<file path="src/stl_pkg.sv">
// Package for the source token lexer: token codes, scan modes, keyword table.
// No dependencies; used by every file of the block but the stream interface.
package stl_pkg;

	localparam int unsigned MAX_SOURCE_BYTES = 1048576;
	localparam int unsigned LINE_MAX_COUNT = 1048576;
	localparam int unsigned TYPE_W = 6;
	localparam int unsigned OFFS_W = 20;
	localparam int unsigned LEN_W = 21;
	localparam int unsigned LINE_W = 21;

	localparam logic [TYPE_W-1:0] T_LPAREN = 6'd0;
	localparam logic [TYPE_W-1:0] T_RPAREN = 6'd1;
	localparam logic [TYPE_W-1:0] T_LBRACE = 6'd2;
	localparam logic [TYPE_W-1:0] T_RBRACE = 6'd3;
	localparam logic [TYPE_W-1:0] T_COMMA = 6'd4;
	localparam logic [TYPE_W-1:0] T_SEMI = 6'd5;
	localparam logic [TYPE_W-1:0] T_PLUS = 6'd6;
	localparam logic [TYPE_W-1:0] T_MINUS = 6'd8;
	localparam logic [TYPE_W-1:0] T_SLASH = 6'd10;
	localparam logic [TYPE_W-1:0] T_STAR = 6'd12;
	localparam logic [TYPE_W-1:0] T_CARET = 6'd14;
	localparam logic [TYPE_W-1:0] T_BANG = 6'd16;
	localparam logic [TYPE_W-1:0] T_EQUAL = 6'd18;
	localparam logic [TYPE_W-1:0] T_GREATER = 6'd20;
	localparam logic [TYPE_W-1:0] T_LESS = 6'd22;
	localparam logic [TYPE_W-1:0] T_DOT = 6'd24;
	localparam logic [TYPE_W-1:0] T_NUMBER = 6'd25;
	localparam logic [TYPE_W-1:0] T_STRING = 6'd26;
	localparam logic [TYPE_W-1:0] T_IDENT = 6'd27;
	localparam logic [TYPE_W-1:0] T_KW0 = 6'd28;
	localparam logic [TYPE_W-1:0] T_ERROR = 6'd44;
	localparam logic [TYPE_W-1:0] T_EOF = 6'd45;

	localparam logic [7:0] CH_EQ = 8'h3D;
	localparam logic [7:0] CH_HASH = 8'h23;
	localparam logic [7:0] CH_UNDER = 8'h5F;
	localparam logic [7:0] CH_DOT = 8'h2E;
	localparam logic [7:0] CH_NL = 8'h0A;
	localparam logic [7:0] CH_DQ = 8'h22;
	localparam logic [7:0] CH_SQ = 8'h27;

	typedef enum logic [7:0] {
		M_IDLE    = 8'b0000_0001,
		M_COMMENT = 8'b0000_0010,
		M_OP      = 8'b0000_0100,
		M_DOT     = 8'b0000_1000,
		M_INT     = 8'b0001_0000,
		M_FRAC    = 8'b0010_0000,
		M_STRING  = 8'b0100_0000,
		M_IDENT   = 8'b1000_0000
	} mode_t;

	// Input beat: end-of-input flag and source byte
	typedef struct packed {
		logic       kind;
		logic [7:0] char_byte;
	} lex_in_t;

	typedef struct packed {
		logic [TYPE_W-1:0] token_type;
		logic [OFFS_W-1:0] start_offset;
		logic [LEN_W-1:0]  token_length;
		logic [LINE_W-1:0] line_number;
		logic              last;
	} tok_t;

	// Keywords packed little-endian, with their lengths.
	localparam logic [63:0] KW_TEXT [16] = '{
		64'h0000_0000_6575_7274, 64'h0000_0065_736c_6166,
		64'h0000_0000_656e_6f6e, 64'h0000_0074_6e69_7270,
		64'h0000_0000_0000_6669, 64'h0000_0000_6573_6c65,
		64'h0000_0000_706f_6f6c, 64'h0000_0065_6c69_6877,
		64'h0000_0000_0072_6f66, 64'h0000_0000_0000_6e69,
		64'h6575_6e69_746e_6f63, 64'h0000_006b_6165_7262,
		64'h0000_6e72_7574_6572, 64'h0000_0000_636e_7566,
		64'h0000_0000_0072_6176, 64'h0000_0000_7469_7865
	};
	localparam logic [3:0] KW_LEN [16] = '{
		4'd4, 4'd5, 4'd4, 4'd5, 4'd2, 4'd4, 4'd4, 4'd5,
		4'd3, 4'd2, 4'd8, 4'd5, 4'd6, 4'd4, 4'd3, 4'd4
	};

	function automatic logic [TYPE_W-1:0] op_base(input logic [7:0] c);
		case (c)
			8'h2B: return T_PLUS;
			8'h2D: return T_MINUS;
			8'h2F: return T_SLASH;
			8'h2A: return T_STAR;
			8'h5E: return T_CARET;
			8'h21: return T_BANG;
			8'h3D: return T_EQUAL;
			8'h3E: return T_GREATER;
			8'h3C: return T_LESS;
			default: return '0;
		endcase
	endfunction

	function automatic logic is_digit(input logic [7:0] c);
		return c >= 8'h30 && c <= 8'h39;
	endfunction

	function automatic logic is_alpha(input logic [7:0] c);
		return (c >= 8'h61 && c <= 8'h7A) || (c >= 8'h41 && c <= 8'h5A);
	endfunction

endpackage

</file>
<file path="src/stl_kw_match.sv">
// Keyword lookup for an identifier prefix: compare against the 16 keywords.
// Depends on stl_pkg for the keyword table and token codes.
module stl_kw_match (
	input  logic [63:0]                    prefix,
	input  logic [3:0]                     length,
	output logic [stl_pkg::TYPE_W-1:0]     token_type
);
	// Compare all keywords in parallel, pick the hit
	always_comb begin
		token_type = stl_pkg::T_IDENT;
		for (int k = 0; k < 16; k++) begin
			if (length == stl_pkg::KW_LEN[k] && prefix == stl_pkg::KW_TEXT[k]) begin
				token_type = stl_pkg::T_KW0 + stl_pkg::TYPE_W'(k);
			end
		end
	end
endmodule

</file>
<file path="config.mk">
export PLATFORM = sky130hd
export DESIGN_NAME = stl_kw_match
export DESIGN_NICKNAME = d
export VERILOG_FILES = /design/src/stl_pkg.sv /design/src/stl_kw_match.sv
export SDC_FILE = /design/constraint.sdc
export NUM_CORES = 1
export LEC_CHECK = 0
export CORE_MARGIN = 3
export CORE_UTILIZATION = 46
export DETAILED_ROUTE_END_ITERATION = 8
export DONT_BUFFER_PORTS = 1
export PLACE_DENSITY = 0.72
export SLEW_MARGIN = 20
export SYNTH_ARGS = -nofsm -noshare
export SYNTH_HDL_FRONTEND = slang
export SYNTH_SLANG_ARGS = --single-unit
export TNS_END_PERCENT = 30
</file>
<file path="constraint.sdc">
create_clock -name vclk -period 2.2
set_input_delay 0.11 -clock vclk [all_inputs]
set_output_delay 0.11 -clock vclk [all_outputs]
set_load 0.05 [all_outputs]
</file>
# After elaboration in Yosys (flattened, before gate mapping)
# Cells that the tools add are included.
[op_classes]
n_eq_ne = 22
n_mux = 16
reduce_logical = 16
[ops]
columns = ["op", "count"]
rows = [
  ["64-bit by 31-bit equality test with 1-bit output (second input constant)", 6],
  ["64-bit by 39-bit equality test with 1-bit output (second input constant)", 4],
  ["64-bit by 15-bit equality test with 1-bit output (second input constant)", 2],
  ["64-bit by 23-bit equality test with 1-bit output (second input constant)", 2],
  ["6-bit two-way mux", 15],
  ["64-bit by 47-bit equality test with 1-bit output (second input constant)", 1],
  ["64-bit by 63-bit equality test with 1-bit output (second input constant)", 1],
  ["1-bit logical AND", 16],
  ["4-bit by 3-bit equality test with 1-bit output (second input constant)", 3],
  ["4-bit by 2-bit equality test with 1-bit output (second input constant)", 2],
  ["4-bit equality test (second input constant)", 1],
  ["3-bit two-way mux", 1],
]
[totals]
reg_bits = 0
word_cells = 54

# Depth between registers and ports, before layout
[logic_depth]
depth_word = 18
mapped_depth = 7

# Worst setup path before layout
# OpenSTA, ideal clock, no wires.
[synth_path]
path_type = "input to output"
start = "in prefix[23]"
end = "out token_type[4] (netlist bit)"
arrival_ps = 3522
required_time_ps = 2090
setup_slack_ps = -1432
stages = 6
n_path_buf = 0
cell_sequence = "and4bb_2 and4_2 nor4bb_1 a32oi_1 nand4_1 a2111oi_0"
[synth_between]
elab_chain_len = 16
word_cells_on_any_way = 42
cone_classes = "eq/ne (14); mux (14); reduce/logical (14)"
[synth_rtl]
columns = ["item", "line_no", "rtl"]
rows = [
  ["start: declaration", "stl_kw_match.sv:4", "input logic [63:0] prefix,"],
  ["64-bit by 31-bit equality test with 1-bit output", "stl_kw_match.sv:12", "if (length == stl_pkg::KW_LEN[k] && prefix == stl_pkg::KW_TEXT[k]) begin"],
  ["1-bit logical AND", "stl_kw_match.sv:12", ""],
  ["6-bit two-way mux (13 in a row)", "stl_kw_match.sv:12", ""],
  ["6-bit two-way mux *", "stl_kw_match.sv:12", ""],
  ["end: declaration", "stl_kw_match.sv:6", "output logic [stl_pkg::TYPE_W-1:0] token_type"],
]
# Every way passes the cells marked *; elsewhere a longest branch is shown, timed or not.

# Final worst setup path
[layout_path]
start = "in prefix[32]"
end = "out token_type[4] (netlist bit)"
# The elaborated chain is that of the path after synthesis.

==> flow_metrics.tcl <==
set metrics [dict create \
    status "complete, no violations" \
    hp-class "input pin to output pin" \
    antenna_cells 0 \
    grt_max_degree 11 \
    netlist_area_sq_mm 0.00111 \
    ant_nets 0 \
    crit_arrival_ns 2.07 \
    ios 74 \
    critPathLaunchType "input pin" \
    cp_data_required_time_ns 2.09 \
    ys_seq_area_share_pct 0 \
    nFlopsAndLatches 0 \
    final-max-slew-violation-count 0 \
    worst_slew_pin_slew_ns 0.966 \
    critPathMaxFanout 4 \
    hold_path.startpoint "prefix[25]" \
    avgViaCountPerCell 7.64 \
    area_growth_pct 25.3 \
    die-height_um 55.2 \
    fin_hold_ws_ns 0.741 \
    power_density_mw_per_mm2 48.2 \
    io_buffer_count 0 \
    final_hold_viol_count 0 \
    wl_per_cell_um 22.2 \
    min_delay_path_depth 4 \
    cts_hold_buf 0 \
    synthCells 158 \
    fmax_mhz 459 \
    worst_path_max_delay_cell "or4_4" \
    dr.pass1.iters 4 \
    regArea_sq_um 0 \
    drc_errors 0 \
    max_cap_violations 0 \
    synth_warnings 0 \
    dr_wl_met3_um 445 \
    grt_use_total_pct 28.2 \
    initialDrtViolationCount 106 \
    ir_drop_mv 0.0345 \
    ys_types 41 \
    met1_length_um 1720 \
    grt_pass1_wl_um 7250 \
    die-area_sq_mm 0.00305 \
    finalSetupTns_ns 0 \
    rsz0062_at_grt "true" \
    finalSetupViolCount 0 \
    post-route-min-period_ns 2.18 \
    leakage_nw 0.427 \
    fp-row-count 17 \
    fp.coreArea_sq_mm 0.00225 \
    grt_pass1_vias 1524 \
    worstSetupPathType "input pin to output pin" \
    layout-drive-gt1-share_pct 25.3 \
    routed.top_layer "met4" \
    hpwl_um 3880 \
    wl_um 4480 \
    min_to "token_type[1]" \
    gp_congestion 0.918 \
    crit_path_end_kind "output pin" \
    initial_core_util_pct 49.4 \
    fp.dieW_um 55.2 \
    dr_total_vias 1544 \
    fin_nets 244 \
    finalCritPeriodShare_pct 99.0 \
    n_clock_buffer 0 \
    syn-num-nets 226 \
    gr-total-overflow 0 \
    syn_area_per_cell_sq_um 7.06 \
    path_cells "or3_4 -> nand2b_4 -> or4_4 -> a2111o_1 -> nand4_1 -> buf_4 -> a2111oi_4 -> buf_6" \
    max_slew_margin_pct 35.9 \
    wl_met2_um 2280 \
    antenna_found_initial 0 \
    max_stage_delay_ns 0.53 \
]
[cell type report]
class              count  area (sq um)
well taps             28          35.0
multi-input cells    153          1190
fillers              225           858
repair buffers        17           156
inverters              4          15.0
[how the worst max path moves through the flow]
stage	from	to	slack [ns]
2_1_floorplan	prefix[32]	token_type[5]	-0.007
3_3_place_gp	prefix[32]	token_type[5]	0.02
3_5_place_dp	prefix[32]	token_type[5]	-0.06
4_1_cts	prefix[9]	token_type[5]	0.004
5_1_grt	prefix[18]	token_type[4]	-0.06
6_report	prefix[32]	token_type[4]	0.02
[repair_timing]
| action | 4_1_cts | 5_1_grt |
|---|---|---|
| endpoints found under the setup margin | 1 | 3 |
| resized for setup | 2 | 8 |
| buffers inserted | 1 | 2 |
| pin swaps | 0 | 6 |
[placed cells by master (no fill, tap or decap), types with 3 or more instances in the layout]
cell type	Yosys	layout
nand4_1	19	19
buf_4	0	14
nor2_1	13	13
nand2_1	12	12
nor3_1	12	11
nor4_1	16	11
nand3_1	10	10
nor4bb_1	7	7
nor4_2	2	5
nor2b_1	5	5
nor4b_1	5	5
nor4_4	2	4
nand4b_1	4	4
and4b_1	4	4
inv_1	4	4
nand2b_1	3	3
or4_1	3	3
a32oi_1	3	3
[per-stage QoR]
step,power [mW],util (%),worst slack (ns),instances,area (sq um)
3_3_place_gp,0.0605,57.9,0.0195,199,1310
3_5_place_dp,0.0613,57.9,-0.0643,199,1310
4_1_cts,0.0622,59.0,0.00407,200,1330
2_1_floorplan,0.0512,-,-0.00717,158,1130
6_report,0.0673,61.9,0.0211,202,1400
5_1_grt,0.0726,61.9,-0.0595,202,1400
[cell usage after synthesis]
| cell type | count | area share (%) |
|---|---|---|
| nor3_1 | 12 | 5.4 |
| and3_1 | 2 | 1.1 |
| a32oi_1 | 3 | 2.4 |
| nand2b_4 | 1 | 1.2 |
| or4_4 | 1 | 1.0 |
| and2_2 | 1 | 0.67 |
| and4_1 | 2 | 1.6 |
| nor2b_1 | 5 | 2.8 |
| nor3b_1 | 2 | 1.3 |
| or4b_2 | 1 | 0.90 |
| inv_1 | 4 | 1.3 |
| o31a_1 | 1 | 0.79 |
| or3b_1 | 2 | 1.6 |
| nor4_4 | 2 | 3.8 |
| nand2b_1 | 3 | 1.7 |
| nor4b_1 | 5 | 3.9 |
| a311oi_1 | 1 | 0.79 |
| and4_2 | 2 | 1.8 |
| nand4_2 | 1 | 1.1 |
| and4bb_2 | 2 | 2.2 |
| or3_4 | 1 | 1.0 |
| nand3b_1 | 1 | 0.67 |
| clkbuf_1 | 1 | 0.34 |
| nand2_1 | 12 | 4.0 |
| a2111oi_0 | 1 | 0.79 |
| or4_1 | 3 | 2.0 |
| nor4_2 | 2 | 2.2 |
| or2_2 | 2 | 1.1 |
| o41ai_2 | 1 | 1.5 |
| nand4_1 | 19 | 11 |
| nor4bb_1 | 7 | 6.3 |
| a2111o_1 | 2 | 2.0 |
| nor2_1 | 13 | 4.4 |
| nor4_1 | 16 | 9.0 |
| or4b_1 | 2 | 1.8 |
| nand4b_1 | 4 | 3.1 |
| and4b_1 | 4 | 3.6 |
| nand4bb_1 | 2 | 2.0 |
| or3_1 | 1 | 0.56 |
| nand3_1 | 10 | 4.5 |
| nand3_2 | 1 | 0.90 |
[layer usage]
metal | track usage (%) | vias up
met5 | 0 | -
met3 | 6.78 | 4
met4 | 3.13 | 0
li1 | - | 716
met2 | 52.0 | 91
met1 | 33.5 | 733
[power breakdown]
part	total (mW)	internal [mW]	switching, mW
clock	0	0	0
combinational	0.0673	0.0376	0.0297
sequential	0	0	0
total	0.0673	0.0376	0.0297
[critical path, delay by kind of cell]
family / cells / cell delay [ns]
AND/OR/NAND/NOR: 4 / 1.20
AO/OA/AOI/OAI: 2 / 0.43
buffers and inverters: 2 / 0.33
[cells by family after synthesis]
family | synth area share, %
compound gates | 8.19
buf+inv | 1.68
simple gates | 90.1
No activity file was read; power rests on OpenSTA's default activity.
